File: config.mk
export PLATFORM = sky130hd
export DESIGN_NAME = cpp_token_boundary_marker_unit_flat
export DESIGN_NICKNAME = d
export VERILOG_FILES = /design/src/rtl/core/ctbm_pkg.sv /design/src/rtl/core/ctbm_if.sv /design/src/rtl/core/ctbm_lex.sv /design/src/rtl/core/ctbm_outq.sv /design/src/rtl/core/cpp_token_boundary_marker_unit.sv /design/src/flat_wrapper.sv
export VERILOG_INCLUDE_DIRS = /design/src /design/src/rtl/core
export SDC_FILE = /design/constraint.sdc
export NUM_CORES = 1
export LEC_CHECK = 0
export BUFFER_PORTS_ARGS = -buffer_cell sky130_fd_sc_hd__clkbuf_2
export CORE_AREA = 2 2 95 166
export DETAILED_ROUTE_END_ITERATION = 6
export DIE_AREA = 0 0 97 168
export PLACE_DENSITY = 0.76
export SKIP_LAST_GASP = 1
export SLEW_MARGIN = 20
export SYNTH_ARGS = -nofsm -noshare
export SYNTH_HDL_FRONTEND = slang
export SYNTH_SLANG_ARGS = --single-unit
File: constraint.sdc
create_clock -name i_clk -period 9.6 [get_ports i_clk]
set_input_delay 1.44 -clock i_clk [delete_from_list [all_inputs] [get_ports i_clk]]
set_output_delay 1.44 -clock i_clk [all_outputs]
set_load 0.01 [all_outputs]
File: src/rtl/core/cpp_token_boundary_marker_unit_assert.svh
// Assertion macros for the token boundary marker.
`ifndef CPP_TOKEN_BOUNDARY_MARKER_UNIT_ASSERT_SVH
`define CPP_TOKEN_BOUNDARY_MARKER_UNIT_ASSERT_SVH
// same-cycle implication, checked outside reset
`define CTBM_ASSERT_IMP(lbl, clk, rst_n, ante, cons, msg) \
    lbl: assert property (@(posedge clk) disable iff (!rst_n) (ante) |-> (cons)) \
        else $error(msg);
// next-cycle implication, checked outside reset
`define CTBM_ASSERT_NXT(lbl, clk, rst_n, ante, cons, msg) \
    lbl: assert property (@(posedge clk) disable iff (!rst_n) (ante) |=> (cons)) \
        else $error(msg);
`endif

File: src/rtl/core/ctbm_pkg.sv
// Package: lexer modes, result types and the per-character lexer step.
`timescale 1ns / 1ps
package ctbm_pkg;

    localparam logic [3:0] M_BETWEEN   = 4'd0;
    localparam logic [3:0] M_INL_OPEN  = 4'd1;
    localparam logic [3:0] M_INLINE    = 4'd2;
    localparam logic [3:0] M_BLK_BODY  = 4'd3;
    localparam logic [3:0] M_BLK_STAR  = 4'd4;
    localparam logic [3:0] M_NUM_DEC   = 4'd5;
    localparam logic [3:0] M_NUM_EXP   = 4'd6;
    localparam logic [3:0] M_NUM_HEX   = 4'd7;
    localparam logic [3:0] M_INC_WORD  = 4'd8;
    localparam logic [3:0] M_INC_DOT   = 4'd9;
    localparam logic [3:0] M_INC_QUOTE = 4'd10;
    localparam logic [3:0] M_STR       = 4'd11;
    localparam logic [3:0] M_STR_ESC   = 4'd12;
    localparam logic [3:0] M_OP        = 4'd13;
    localparam logic [3:0] M_WORD      = 4'd14;

    localparam logic [15:0] P_LINE_CMT  = 16'h2F2F;
    localparam logic [15:0] P_BLK_OPEN  = 16'h2A2F;
    localparam logic [15:0] P_HASH      = 16'h0023;
    localparam logic [15:0] P_SLASH     = 16'h002F;

    localparam int QDepth = 4;
    localparam int QAw    = $clog2(QDepth);

    typedef struct packed {
        logic [3:0]  mode;
        logic        blk;
        logic [15:0] prefix;
        logic        incl;
    } t_lex;

    typedef struct packed {
        logic [7:0] out_char;
        logic       starts_token;
        logic       skipped;
        logic       last_of_line;
    } t_res;

    // results of one accepted beat: zero, one or two
    typedef struct packed {
        logic       push0;
        logic       push1;
        t_res       res0;
        t_res       res1;
    } t_push;

    function automatic logic is_digit(input logic [7:0] c);
        return (c >= "0") && (c <= "9");
    endfunction

    function automatic logic is_ws(input logic [7:0] c);
        return c inside {" ", "\t"};
    endfunction

    function automatic logic is_grp_a(input logic [7:0] c);
        return c inside {"|", "&", "+", ">", "<", ":", "="};
    endfunction

    function automatic logic is_grp_b(input logic [7:0] c);
        return c inside {"*", "%", "!", "~", ",", ";", "^", "?", "#"};
    endfunction

    function automatic logic word_stop(input logic [7:0] c);
        return c inside {"+", "-", "*", "/", "(", "{", ".", "&", ")", "}", ",", "|",
                         "[", "<", ";", "!", "]", ">", ":", "^", "#", "~", "\"",
                         "'", "=", "%", " ", "\t", "?"};
    endfunction

    function automatic logic inc_stop(input logic [7:0] c);
        return c inside {" ", "\t", "<", "\""};
    endfunction

    function automatic t_lex end_token(input t_lex s);
        t_lex r;
        r = s;
        if (s.mode == M_OP || s.mode == M_INC_WORD) begin
            r.prefix = '0;
            r.mode   = M_BETWEEN;
            if (s.prefix == P_LINE_CMT) begin
                r.mode = M_INL_OPEN;
            end else if (s.prefix == P_BLK_OPEN) begin
                r.blk = 1'b1;
            end else if (s.prefix == P_HASH) begin
                r.incl = 1'b1;
            end
        end else if (s.mode != M_INL_OPEN) begin
            r.mode   = M_BETWEEN;
            r.prefix = '0;
        end
        return r;
    endfunction

    // operator continuation; took reports whether c joins the operator
    function automatic t_lex op_cont(input t_lex s, input logic [7:0] c, output logic took);
        t_lex r;
        logic [7:0] p1;
        logic [7:0] p2;
        r    = s;
        took = 1'b0;
        p1   = s.prefix[7:0];
        p2   = s.prefix[15:8];
        if (p1 == "/") begin
            if (c inside {"/", "*", "="}) begin
                r.prefix = {c, p1};
                r = end_token(r);
                took = 1'b1;
            end
        end else if (p1 == ".") begin
            if (c == "*") begin
                r.mode = M_BETWEEN; r.prefix = '0; took = 1'b1;
            end else if (is_digit(c)) begin
                r.mode = M_NUM_DEC; r.prefix = '0; took = 1'b1;
            end
        end else if (p1 == "-") begin
            if (p2 == 8'd0) begin
                if (c == "-" || c == "=") begin
                    r.mode = M_BETWEEN; r.prefix = '0; took = 1'b1;
                end else if (c == ">") begin
                    r.prefix = {c, p1}; took = 1'b1;
                end
            end else if (c == "*") begin
                r.mode = M_BETWEEN; r.prefix = '0; took = 1'b1;
            end
        end else if (p2 == 8'd0) begin
            took = is_grp_a(p1) ? (c == p1 || c == "=") : (c == "=" || c == ":");
            if (took) begin
                r.prefix = {c, p1};
            end
        end else if (c == "=") begin
            r.mode = M_BETWEEN; r.prefix = '0; took = 1'b1;
        end
        return r;
    endfunction

    function automatic t_lex start_token(input t_lex s, input logic [7:0] c, input logic hn,
                                         input logic [7:0] nx, output logic st,
                                         output logic sk);
        t_lex r;
        r = s;
        st = 1'b1;
        sk = 1'b0;
        r.prefix = '0;
        if (s.mode == M_INL_OPEN) begin
            r.mode = M_INLINE;
        end else if (s.blk) begin
            if (c == "*" && hn && nx == "/") begin
                r.mode = M_BLK_STAR;
            end else if (c == "*" && hn) begin
                r.mode = M_OP; r.prefix = {8'd0, c};
            end else begin
                r.mode = M_BLK_BODY;
            end
        end else if (is_ws(c)) begin
            st = 1'b0; sk = 1'b1; r.mode = M_BETWEEN;
        end else if (is_digit(c)) begin
            r.mode = M_NUM_DEC;
        end else if (s.incl) begin
            if (c == ".") begin
                r.mode = M_INC_DOT;
            end else if (c == "<" || c == "\"") begin
                r.mode = M_INC_QUOTE;
            end else begin
                r.mode = M_INC_WORD;
                r.prefix = (c == "/" || c == "#") ? {8'd0, c} : 16'd0;
            end
        end else if (c == "\"" || c == "'") begin
            r.mode = M_STR; r.prefix = {8'd0, c};
        end else if (is_grp_a(c) || is_grp_b(c) || c == "." || c == "-" || c == "/") begin
            r.mode = M_OP; r.prefix = {8'd0, c};
        end else if (c inside {"(", ")", "[", "]", "{", "}"}) begin
            r.mode = M_BETWEEN;
        end else begin
            r.mode = M_WORD;
        end
        return r;
    endfunction

    // classify one character given one character of lookahead (hn = lookahead present)
    function automatic t_lex lex_char(input t_lex s, input logic [7:0] c, input logic hn,
                                      input logic [7:0] nx, output logic st, output logic sk);
        t_lex r;
        logic took;
        r    = s;
        took = 1'b0;
        st   = 1'b0;
        sk   = 1'b0;
        case (s.mode)
            M_INLINE:   took = 1'b1;
            M_BLK_BODY: took = !(c == "*" && hn && nx == "/");
            M_BLK_STAR: begin
                if (c == "/") begin
                    took = 1'b1; r.blk = 1'b0; r.mode = M_BETWEEN;
                end
            end
            M_NUM_DEC, M_NUM_EXP: begin
                if (s.mode == M_NUM_EXP && (c == "+" || c == "-")) begin
                    took = 1'b1; r.mode = M_NUM_DEC;
                end else if (is_digit(c) || c inside {"e", ".", "f", "F", "l", "L", "U", "E"})
                begin
                    took = 1'b1;
                    r.mode = (c == "e" || c == "E") ? M_NUM_EXP : M_NUM_DEC;
                end else if (c == "x") begin
                    took = 1'b1; r.mode = M_NUM_HEX;
                end
            end
            M_NUM_HEX: took = is_digit(c) || c inside {"A", "B", "C", "D", "E", "F",
                                                        "L", "l", "U"};
            M_INC_DOT: begin
                if (is_digit(c)) begin
                    took = 1'b1; r.mode = M_NUM_DEC;
                end else if (!inc_stop(c)) begin
                    took = 1'b1; r.mode = M_INC_WORD; r.prefix = '0;
                end
            end
            M_INC_WORD: begin
                if (!inc_stop(c)) begin
                    took = 1'b1;
                    if (s.prefix == P_SLASH && (c == "/" || c == "*")) begin
                        r.prefix = {c, 8'h2F};
                    end else begin
                        r.prefix = '0;
                    end
                end
            end
            M_INC_QUOTE: begin
                took = 1'b1;
                if (c == ">" || c == "\"") begin
                    r.mode = M_BETWEEN;
                end
            end
            M_STR: begin
                took = 1'b1;
                if (c == s.prefix[7:0]) begin
                    r.mode = M_BETWEEN; r.prefix = '0;
                end else if (c == "\\") begin
                    r.mode = M_STR_ESC;
                end
            end
            M_STR_ESC: begin
                took = 1'b1; r.mode = M_STR;
            end
            M_OP:       r = op_cont(s, c, took);
            M_WORD:     took = !word_stop(c);
            M_INL_OPEN: took = 1'b0;
            default:    r.mode = M_BETWEEN;
        endcase
        if (!took) begin
            r = end_token(r);
            r = start_token(r, c, hn, nx, st, sk);
        end
        return r;
    endfunction

endpackage

File: src/rtl/core/ctbm_if.sv
// Stream interfaces: source characters in, classified characters out.
`timescale 1ns / 1ps
interface ctbm_in_if;
    logic       valid;
    logic       ready;
    logic [7:0] in_char;
    logic       line_end;
    modport source (output valid, output in_char, output line_end, input ready);
    modport sink (input valid, input in_char, input line_end, output ready);
endinterface

interface ctbm_out_if;
    logic       valid;
    logic       ready;
    logic [7:0] out_char;
    logic       starts_token;
    logic       skipped;
    logic       last_of_line;
    modport source (output valid, output out_char, output starts_token, output skipped,
                    output last_of_line, input ready);
    modport sink (input valid, input out_char, input starts_token, input skipped,
                  input last_of_line, output ready);
endinterface

File: src/rtl/core/ctbm_lex.sv
// Lexer state and one-character lookahead; produces up to two results per beat.
`timescale 1ns / 1ps
module ctbm_lex (
    input  logic                 i_clk,
    input  logic                 i_rst_n,
    input  logic                 i_accept,
    input  logic [7:0]           i_char,
    input  logic                 i_line_end,
    output ctbm_pkg::t_push      o_push,
    output logic                 o_held_valid
);
    ctbm_pkg::t_lex r_lex, n_lex;
    logic [7:0] r_held, n_held;
    logic       r_held_valid, n_held_valid;
    ctbm_pkg::t_lex s_mid, s_end;
    logic       st0, sk0, st1, sk1;

    always_comb begin
        ctbm_pkg::t_lex a;
        a = r_lex;
        st0 = 1'b0;
        sk0 = 1'b0;
        st1 = 1'b0;
        sk1 = 1'b0;
        // held character sees the new one as lookahead
        if (r_held_valid) begin
            a = ctbm_pkg::lex_char(r_lex, r_held, 1'b1, i_char, st0, sk0);
        end
        s_mid = a;
        s_end = ctbm_pkg::lex_char(a, i_char, 1'b0, 8'd0, st1, sk1);
        s_end = ctbm_pkg::end_token(s_end);
        s_end.mode   = ctbm_pkg::M_BETWEEN;
        s_end.prefix = '0;
        s_end.incl   = 1'b0;

        n_lex        = r_lex;
        n_held       = r_held;
        n_held_valid = r_held_valid;
        if (i_accept) begin
            if (i_line_end) begin
                n_lex        = s_end;
                n_held       = 8'd0;
                n_held_valid = 1'b0;
            end else begin
                n_lex        = s_mid;
                n_held       = i_char;
                n_held_valid = 1'b1;
            end
        end

        o_push.push0 = i_accept && r_held_valid;
        o_push.res0  = '{out_char: r_held, starts_token: st0, skipped: sk0,
                         last_of_line: 1'b0};
        o_push.push1 = i_accept && i_line_end;
        o_push.res1  = '{out_char: i_char, starts_token: st1, skipped: sk1,
                         last_of_line: 1'b1};
    end

    always_ff @(posedge i_clk) begin
        if (!i_rst_n) begin
            r_lex        <= '{mode: ctbm_pkg::M_BETWEEN, blk: 1'b0, prefix: 16'd0,
                              incl: 1'b0};
            r_held       <= 8'd0;
            r_held_valid <= 1'b0;
        end else begin
            r_lex        <= n_lex;
            r_held       <= n_held;
            r_held_valid <= n_held_valid;
        end
    end

    assign o_held_valid = r_held_valid;
endmodule

File: src/rtl/core/ctbm_outq.sv
// Four-entry result queue: takes up to two results a cycle, sends one.
`timescale 1ns / 1ps
module ctbm_outq (
    input  logic                       i_clk,
    input  logic                       i_rst_n,
    input  ctbm_pkg::t_push            i_push,
    output logic                       o_room,
    output logic                       o_valid,
    output ctbm_pkg::t_res             o_res,
    input  logic                       i_ready,
    output logic [ctbm_pkg::QAw:0]     o_count
);
    ctbm_pkg::t_res r_mem [ctbm_pkg::QDepth];
    logic [ctbm_pkg::QAw-1:0] r_wr, n_wr, r_rd, n_rd;
    logic [ctbm_pkg::QAw:0]   r_cnt, n_cnt;
    logic                     pop;
    logic [ctbm_pkg::QAw-1:0] wr_a, wr_b;
    logic [ctbm_pkg::QAw:0]   n_push;

    assign pop     = (r_cnt != '0) && i_ready;
    assign n_push  = {{ctbm_pkg::QAw{1'b0}}, i_push.push0} +
                     {{ctbm_pkg::QAw{1'b0}}, i_push.push1};
    assign wr_a    = r_wr;
    assign wr_b    = r_wr + {{(ctbm_pkg::QAw-1){1'b0}}, i_push.push0};
    assign n_wr    = r_wr + n_push[ctbm_pkg::QAw-1:0];
    assign n_rd    = r_rd + {{(ctbm_pkg::QAw-1){1'b0}}, pop};
    assign n_cnt   = r_cnt + n_push - {{ctbm_pkg::QAw{1'b0}}, pop};

    always_ff @(posedge i_clk) begin
        if (i_push.push0) begin
            r_mem[wr_a] <= i_push.res0;
        end
        if (i_push.push1) begin
            r_mem[wr_b] <= i_push.res1;
        end
    end

    always_ff @(posedge i_clk) begin
        if (!i_rst_n) begin
            r_wr  <= '0;
            r_rd  <= '0;
            r_cnt <= '0;
        end else begin
            r_wr  <= n_wr;
            r_rd  <= n_rd;
            r_cnt <= n_cnt;
        end
    end

    // room for a full two-result beat
    assign o_room  = r_cnt <= (ctbm_pkg::QAw + 1)'(ctbm_pkg::QDepth - 2);
    assign o_valid = r_cnt != '0;
    assign o_res   = r_mem[r_rd];
    assign o_count = r_cnt;
endmodule

File: src/rtl/core/cpp_token_boundary_marker_unit.sv
// C++ token boundary marker: per-character lexer with a small result queue.
// Usage:
//   i_in carries one source character per beat (in_char) with line_end set on the
//   last character of each line. o_out returns every character once, tagged with
//   starts_token, skipped (whitespace between tokens) and last_of_line.
//   A character is held until the next one arrives, for one character of lookahead;
//   a line_end beat flushes the held character and itself, yielding two results
//   (one on a one-character line); other beats yield one, none on a line's first.
// Results are registered in the queue and leave on o_out in order of release.
// Throughput: one input beat per cycle, bounded by the one-result-per-cycle output;
//   the four-entry queue absorbs the extra result of line-end beats, and i_in.ready
//   drops while fewer than two entries are free.
// Reset (synchronous, active low): lexer back between tokens, no held character,
//   queue empty. A stalled receiver fills the queue and then holds off i_in.
`timescale 1ns / 1ps
`include "cpp_token_boundary_marker_unit_assert.svh"
module cpp_token_boundary_marker_unit (
    input  logic            i_clk,
    input  logic            i_rst_n,
    ctbm_in_if.sink         i_in,
    ctbm_out_if.source      o_out
);
    ctbm_pkg::t_push          push;
    ctbm_pkg::t_res           res;
    logic                     room;
    logic                     accept;
    logic                     held_valid;
    logic [ctbm_pkg::QAw:0]   count;

    assign i_in.ready = room;
    assign accept     = i_in.valid && room;

    ctbm_lex u_lex (
        .i_clk        (i_clk),
        .i_rst_n      (i_rst_n),
        .i_accept     (accept),
        .i_char       (i_in.in_char),
        .i_line_end   (i_in.line_end),
        .o_push       (push),
        .o_held_valid (held_valid)
    );

    ctbm_outq u_q (
        .i_clk   (i_clk),
        .i_rst_n (i_rst_n),
        .i_push  (push),
        .o_room  (room),
        .o_valid (o_out.valid),
        .o_res   (res),
        .i_ready (o_out.ready),
        .o_count (count)
    );

    assign o_out.out_char     = res.out_char;
    assign o_out.starts_token = res.starts_token;
    assign o_out.skipped      = res.skipped;
    assign o_out.last_of_line = res.last_of_line;

    `CTBM_ASSERT_NXT(a_line_end_flush, i_clk, i_rst_n, accept && i_in.line_end,
        o_out.valid && !held_valid, "line end beat left a held character or no result")
    `CTBM_ASSERT_IMP(a_count_bound, i_clk, i_rst_n, 1'b1,
        count <= (ctbm_pkg::QAw + 1)'(ctbm_pkg::QDepth), "result queue overflow")
    `CTBM_ASSERT_IMP(a_stall_has_data, i_clk, i_rst_n, !i_in.ready, o_out.valid,
        "input stalled with an empty result queue")
    `CTBM_ASSERT_NXT(a_mid_line_holds, i_clk, i_rst_n, accept && !i_in.line_end,
        held_valid, "mid-line beat not held for lookahead")
endmodule

File: src/flat_wrapper.sv
// flat-port wrapper written by rule: the top's interface ports become plain ports
module cpp_token_boundary_marker_unit_flat 
  (i_clk, i_rst_n, i_in_valid, i_in_in_char, i_in_line_end, i_in_ready, o_out_valid, o_out_out_char, o_out_starts_token, o_out_skipped, o_out_last_of_line, o_out_ready);
  ctbm_in_if i_in_i ();
  ctbm_out_if o_out_i ();
  input  logic i_clk;
  input  logic i_rst_n;
  input wire logic [$bits(i_in_i.valid)-1:0] i_in_valid;
  input wire logic [$bits(i_in_i.in_char)-1:0] i_in_in_char;
  input wire logic [$bits(i_in_i.line_end)-1:0] i_in_line_end;
  output wire logic [$bits(i_in_i.ready)-1:0] i_in_ready;
  output wire logic [$bits(o_out_i.valid)-1:0] o_out_valid;
  output wire logic [$bits(o_out_i.out_char)-1:0] o_out_out_char;
  output wire logic [$bits(o_out_i.starts_token)-1:0] o_out_starts_token;
  output wire logic [$bits(o_out_i.skipped)-1:0] o_out_skipped;
  output wire logic [$bits(o_out_i.last_of_line)-1:0] o_out_last_of_line;
  input wire logic [$bits(o_out_i.ready)-1:0] o_out_ready;
  assign i_in_i.valid = i_in_valid;
  assign i_in_i.in_char = i_in_in_char;
  assign i_in_i.line_end = i_in_line_end;
  assign i_in_ready = i_in_i.ready;
  assign o_out_valid = o_out_i.valid;
  assign o_out_out_char = o_out_i.out_char;
  assign o_out_starts_token = o_out_i.starts_token;
  assign o_out_skipped = o_out_i.skipped;
  assign o_out_last_of_line = o_out_i.last_of_line;
  assign o_out_i.ready = o_out_ready;
  cpp_token_boundary_marker_unit u_core (.i_clk(i_clk), .i_rst_n(i_rst_n), .i_in(i_in_i), .o_out(o_out_i));
endmodule
==> reports/results.ini, run 1 <==
[global_route]
grt_pass1_wl_mm=52.8
grt_overflow_total=0
antenna_found_initial=0
grt_usage_pct=41.1
grt_max_degree=38
grt_pass1_vias=9389

[die]
start_util_pct=58.6
dieArea_sq_um=16300
die_x_um=97
core-area_sq_um=15100
row_count=60
pin_count=26
dieHeight_um=168

[sta]
max_freq_mhz=125
post-route-period-util_pct=83.1
final_max_slew_viol_count=0
rsz0062_at_grt=no
slew_headroom_pct=10.4
fin_crit_ns=7.98
finalSetupViolations=0
final-hold-violation-count=0
fin_hold_ws_ns=0.445
tightest_slew_ns=1.31
finalSetupTns_ns=0
finalClockSkew_ns=0.0108

[finish]
layout.cells.most_common=nand2_1
num_antenna_cells=0
multi_input_area_sq_um=6310
layout_common_cells=129 x nand2_1, 75 x nor2_1, 71 x a21oi_1, 63 x o21ai_0, 42 x dfxtp_1
final-seq-area_sq_um=2040
syn_to_final_growth_pct=4.07
fill_cells=1441
fin_nets=1139
stdcell_area_sq_um=9210
drive_gt1_share_pct=10.9

[synth]
yosys.area_share.adder_pct=1.22
avgSynthCellArea_sq_um=7.64
synth_compound_area_share_pct=32.7
ys_types=103
muxShareOfSynthArea_pct=3.38
synth_nets=1180
synthCells=1159
yosys.area_share.xor_xnor_pct=2.66
ys.flop_type=dfxtp_1
synth_seq_cells=82
synth_area_sq_um=8850
synth_top_family_by_area=compound AO/OA/AOI/OAI gates
yosysWarnings=0
ys_seq_area_share_pct=23.1
synth-edff-count=40
synth-simple-area-share_pct=31.1
synthArstFlopShare_pct=0

[worst_setup_path]
setup.worst_path.start_class=flip-flop
endpoint_kind=flip-flop
critPathArrivalTime_ns=8.05
worstSetupPathType=reg -> reg
worstPathMaxFanout=21
cp.required_ns=9.67

[routing]
drt_drc_violations_left=6
drtIter0Drc=1346
dr.pass1.iters=7
ant_nets=0
vias=10200
wl_per_cell_um=26.5
routed_wl_mm=34.7
routed_via_density=7.76

[outcome]
status=complete, but fails checks
violations=design-rule violations

[clocking]
cts_sinks=82
cts_tree=yes
cts_resized=0
cts_buffers=9
cts.htree.levels=3
clkLatencyLatePin_ns=0.35
cts_setup_buffers=0
root_buffer=clkbuf_16
cts_hold_buf=0
clk_path_buf_depth=2
clkTransAtPathRegs_ns=0.07

[placement]
place_hpwl_mm=26.1
gp_congestion=1.07
place_area_sq_um=8920
place.port_buffers=25

[hold_path]
holdCritPathClass=reg -> reg

[power]
leakagePower_nw=3.15
peakVddDrop_mv=0.0959
power.density_nw_per_um2=147

[job]
max-cap-violations=0

## worst max-delay path, stage by stage (launching register included)
cell       delay, ns
dfxtp_1         0.64
nor2_1          0.09
a2111oi_0       1.08
a311oi_1        0.31
a21o_1          0.32
o32ai_1         0.37
o21ai_0         0.22
a2111o_1        0.54
or3_1           0.42
or4_1           0.47
mux2i_1         0.15
a211oi_2        0.67
buf_4           0.37
nand4_1         0.17
nor4_4          0.31
o21ai_1         0.15
a2111o_1        0.45
nor4_2          0.14
nand4_1         0.24
o211ai_2        0.42
o22ai_1         0.15
## sequential cells by signal (all words and copies together), names as in the netlist
name and count:
u_core.u_q.r_wr 2, u_core.u_lex.r_lex 22, u_core.u_q.o_count 3, u_core.u_lex.r_held 8
u_core.u_q.r_mem 44, u_core.u_lex.o_held_valid 1, u_core.u_q.r_rd 2
## final timing paths
kind / start / end / slack, ns / cells after the start
worst max-delay path: u_core.u_lex.r_lex[2] / u_core.u_q.r_mem[0][1] / 1.62 / 20
worst min-delay path: u_core.u_q.r_mem[1][0] / u_core.u_q.r_mem[1][0] / 0.44 / 2
worst max register to register: u_core.u_lex.r_lex[2] / u_core.u_q.r_mem[0][1] / 1.62 / 20
worst min register to register: u_core.u_q.r_mem[1][0] / u_core.u_q.r_mem[1][0] / 0.44 / 2
## cells by family after synthesis
family,Yosys count
flip-flops,82
AO/OA/AOI/OAI,405
AND/OR/NAND/NOR,497
adder cells (fa/ha/maj),8
multiplexers,16
buffers and inverters,125
XOR/XNOR,26
## layout make-up
type,count,area share [%]
clock buffers,9,2.45
clock inverters,7,0.584
inverters,36,1.47
multi-input cells,952,68.5
flip-flops and latches,82,22.2
well taps,186,2.53
repair buffers,37,2.34
## through the flow
step | cells | worst slack, ns | util [%] | power, W
after floorplan | 1159 | 2.67 | - | 0.000849
after global placement | 1293 | 1.57 | 59.1 | 0.00100
after detailed placement | 1293 | 1.54 | 59.1 | 0.00101
after CTS | 1309 | 1.88 | 61.0 | 0.00134
after global routing | 1309 | 1.14 | 61.0 | 0.00141
final | 1309 | 1.62 | 61.0 | 0.00136
## metal layers
| metal | GRT usage (%) | up-vias | wire length, um |
|---|---|---|---|
| met4 | 31.6 | 0 | 3360 |
| li1 | - | 4399 | - |
| met3 | 5.52 | 246 | 3320 |
| met5 | 0 | - | 0 |
| met1 | 45.7 | 4693 | 11400 |
| met2 | 70.4 | 820 | 16600 |
## where the power goes
part / internal [W] / switching [W] / leakage [nW]
combinational: 0.000201 / 0.000352 / 2.28
sequential: 0.000409 / 0.0000591 / 0.742
clock: 0.000177 / 0.000158 / 0.130
total: 0.000787 / 0.000569 / 3.15
## Yosys cell counts (9+ instances only)
cell,number,area share (%)
xor2_1,16,1.6
a221oi_1,12,1.2
nand4_1,17,1.2
o21ai_0,63,3.6
edfxtp_1,40,14
o211ai_1,17,1.4
nand3_1,35,2.0
nor2_1,76,3.2
buf_2,13,0.74
a31oi_1,10,0.71
inv_1,35,1.5
xnor2_1,9,0.89
nor2b_1,35,2.5
and2_1,28,2.0
nor3_1,42,2.4
or2_2,13,0.92
a21oi_1,71,4.0
buf_1,9,0.38
nand2b_1,9,0.64
o21ai_1,9,0.51
a22oi_1,24,2.0
nand2_1,129,5.5
a21boi_0,10,0.85
dfxtp_1,42,9.5
nand3b_1,9,0.76
nor4_1,12,0.85
or3_1,17,1.2
clkbuf_1,63,2.7
a211oi_1,19,1.6
mux4_2,11,2.8
o22ai_1,27,1.9
o21a_1,9,0.76
a21o_1,13,1.1
and3_1,10,0.71
Note: power is estimated with default switching activity, not from simulation.
==> inputs of run 2 (changes only) <==
Settings changed: ABC_AREA set to 1, CORE_AREA 2 2 95 166 to 2 2 97 169, DIE_AREA 0 0 97 168 to 0 0 99 171.
Clock period 9.6 ns to 7.9 ns, I/O delays scaled along.
==> run 2 against run 1 <==
Net effect:
- the run now ends clean
- non-clock buffer count down 3
- final area up 4.9%
- global-route usage down 0.16 points
- power up 27%
- core utilization up 0.69 points
- sequential power up 21%
- sequential share of layout area down 1.0 points
- first-iteration DRC count down 22%
- die area up 3.9%
- combinational power up 36%
- critical endpoint unchanged
==> reports/results.ini, run 2 <==
[global_route]
grt_usage_pct=40.9  ; -0.16 points
grt_pass1_vias=10400  ; +11%
grt_pass1_wl_mm=54.2  ; +2.7%
grt_overflow_total=0  ; unchanged
antenna_found_initial=0  ; unchanged
grt_max_degree=35  ; -7.9%

[clocking]
cts_resized=0  ; unchanged
cts_sinks=82  ; unchanged
clkLatencyLatePin_ns=0.35  ; about the same
clkTransAtPathRegs_ns=0.06  ; about the same
root_buffer=clkbuf_16
cts_buffers=9  ; unchanged
clk_path_buf_depth=2  ; unchanged
cts_tree=yes
cts_setup_buffers=0  ; unchanged
cts.htree.levels=3  ; unchanged
cts_hold_buf=0  ; unchanged

[finish]
drive_gt1_share_pct=13.0  ; +2.1 points
num_antenna_cells=0  ; unchanged
layoutNonFillerInstCount=1748  ; +34%
largest-register=u_core.u_q.r_mem
fin_nets=1575  ; +38%
syn_to_final_growth_pct=5.09
reg_top3=u_core.u_q.r_mem: 44 flops, u_core.u_lex.r_lex: 22 flops, u_core.u_lex.r_held: 8 flops
largest_reg_flops=44  ; unchanged
layout_common_cells=437 x nand2_1, 207 x nor2_1, 176 x inv_1, 89 x a21oi_1
layout.cells.most_common=nand2_1

[hold_path]
worstHoldEndpoint=u_core.u_q.r_mem[0][0]
holdCritPathClass=reg -> reg
min-delay-start=u_core.u_q.r_mem[0][0]
holdPathStages=2  ; unchanged

[synth]
synth_most_common_cell=nand2_1
avgSynthCellArea_sq_um=5.90  ; -23%
ys.flop_type=dfxtp_1
synth_nets=1578  ; +34%
yosysWarnings=0  ; unchanged
synth_area_leaders=nand2_1 18%, edfxtp_1 13%, dfxtp_1 9.1%, nor2_1 8.5%, inv_1 7.2%
synth_common_cells=437 x nand2_1, 208 x nor2_1, 176 x inv_1, 89 x a21oi_1
synthArstFlopShare_pct=0  ; unchanged
yosysTopAreaCell=nand2_1
ys_types=64  ; -38%
ys_seq_area_share_pct=22.2  ; -0.85 points
synth-edff-count=40  ; unchanged
yosysTopAreaCellShare_pct=17.8  ; +4.3 points
synth_seq_cells=82  ; unchanged
synth_area_sq_um=9190  ; +3.8%
synthCells=1557  ; +34%

[sta]
rsz0062_at_grt=no
final_max_slew_viol_count=0  ; unchanged
post-route-period-util_pct=83.1  ; about the same
finalSetupViolations=0  ; unchanged
fin_crit_ns=6.56  ; -1.41 ns
finalClockSkew_ns=0.00888  ; -0.00197 ns
final-hold-violation-count=0  ; unchanged
tightest_slew_ns=1.01  ; -0.303 ns
finalSetupTns_ns=0  ; unchanged
slew_headroom_pct=31.1  ; +21 points
max_freq_mhz=152  ; +22%

[routing]
vias=10900  ; +7.6%
routed_via_density=6.26  ; -19%
routed_wl_mm=35.1  ; +1.2%
drt_drc_violations_left=0  ; -6
ant_nets=0  ; unchanged
drtIter0Drc=1054  ; -22%
dr.pass1.iters=5  ; -2
wl_per_cell_um=20.1  ; -24%

[die]
core-area_sq_um=15600  ; +3.7%
dieArea_sq_um=16900  ; +3.9%
dieHeight_um=171  ; +1.8%
row_count=61  ; +1.7%
start_util_pct=58.7  ; +0.088 points
die_x_um=99  ; +2.1%
pin_count=26  ; unchanged

[placement]
gp_congestion=1.10  ; +2.6%
place_hpwl_mm=28.0  ; +7.1%
place.port_buffers=25  ; unchanged
dp_cells=1732  ; +34%

[power]
switching_share_pct=45.1  ; +3.2 points
p_int_w=0.000943  ; +20%
power.density_nw_per_um2=178  ; +21%
leakagePower_nw=4.34  ; +38%
total_power_w=0.00172  ; +27%
peakVddDrop_mv=0.117  ; +22%
pwr-share-comb_pct=43.7  ; +2.9 points
p_clk_share_pct=23.5  ; -1.2 points
sequentialPowerShare_pct=32.8  ; -1.7 points
switchingPower_w=0.000776  ; +36%

[worst_setup_path]
crit_path_max_incr_delay_ns=0.91  ; -0.17 ns
worstPathMaxFanout=9  ; -57%
rr_worst_depth=36  ; +80%
regToRegEndpoint=u_core.u_q.r_mem[0][1]
endpoint_kind=flip-flop
critPathArrivalTime_ns=6.76  ; -1.29 ns
cp.required_ns=8.10  ; -1.57 ns
cpLargestDelayFamily=simple AND/OR/NAND/NOR gates
crit_buf_inv=4  ; +3
cp_common_cell=nand2_1
setup.worst_path.start_class=flip-flop
worstSetupPathType=reg -> reg
slowest_stage=a2111oi_0
reg2reg_from=u_core.u_lex.r_held[4]
r2r_slack_ns=1.34  ; -0.29 ns

[job]
max-cap-violations=0  ; unchanged

[outcome]
status=complete, no violations

-- run 2: worst max path at each step --
stage                                 from                      to  slack [ns]  depth (start not counted)
floorplan                  i_in_in_char[5]  u_core.u_q.r_mem[0][1]        2.70                         32
global placement           i_in_in_char[5]  u_core.u_q.r_mem[3][1]        1.33                         33
detailed placement         i_in_in_char[5]  u_core.u_q.r_mem[3][1]        1.33                         36
CTS                 u_core.u_lex.r_held[0]  u_core.u_q.r_mem[3][1]        1.62                         32
global route        u_core.u_lex.r_held[4]  u_core.u_q.r_mem[3][1]        1.04                         39
finish              u_core.u_lex.r_held[4]  u_core.u_q.r_mem[0][1]        1.34                         36
-- run 2: cell families after synthesis --
logic type / count (synthesis) / synth area share (%)
simple gates: 870 / 42.8
compound gates: 320 / 21.2
buf+inv: 267 / 11.7
flops: 82 / 22.2
xor+xnor: 10 / 0.953
fa+ha+maj: 8 / 1.17
-- run 2: power groups by stage --
stage	combinational, W	sequential [W]	clock (W)
after floorplan	0.000547	0.000532	0
after global placement	0.000721	0.000568	0
after detailed placement	0.000732	0.000570	0
after CTS	0.000738	0.000561	0.000401
after global routing	0.000820	0.000568	0.000416
final	0.000751	0.000564	0.000404
-- run 2: area by class of cell --
type | instances | area, sq um
Fill cell | 1618 | 5990
Sequential cell | 82 | 2040
Timing Repair Buffer | 34 | 193
Tap cell | 189 | 236
Multi-Input combinational cell | 1208 | 6080
Inverter | 219 | 833
Clock buffer | 10 | 229
Clock inverter | 6 | 48.8
-- run 2: metal layers --
metal | vias to the layer above | routed length, um | GRT usage [%]
met5 | - | 0 | 0
met4 | 0 | 3280 | 33.4
met3 | 231 | 2580 | 5.07
met2 | 708 | 17800 | 75.1
met1 | 4864 | 11400 | 40.2
li1 | 5131 | - | -
-- run 2: worst register-to-register path: cells and delay by family, from the launching register on --
| kind | cells | cell delay [ns] |
|---|---|---|
| AOI/OAI and AO/OA | 4 | 1.28 |
| buffers and inverters | 4 | 0.83 |
| DFF | 1 | 0.76 |
| and+or+nand+nor | 28 | 3.53 |
-- run 2: per-stage QoR --
stage	utilization (%)	cell area, sq um	hold slack [ns]	setup WS (ns)
2_1_floorplan	-	9190	0.414	2.70
3_3_place_gp	60.0	9380	0.425	1.33
3_5_place_dp	60.0	9380	0.433	1.33
4_1_cts	61.7	9660	0.447	1.62
5_1_grt	61.7	9660	0.475	1.04
6_report	61.7	9660	0.450	1.34
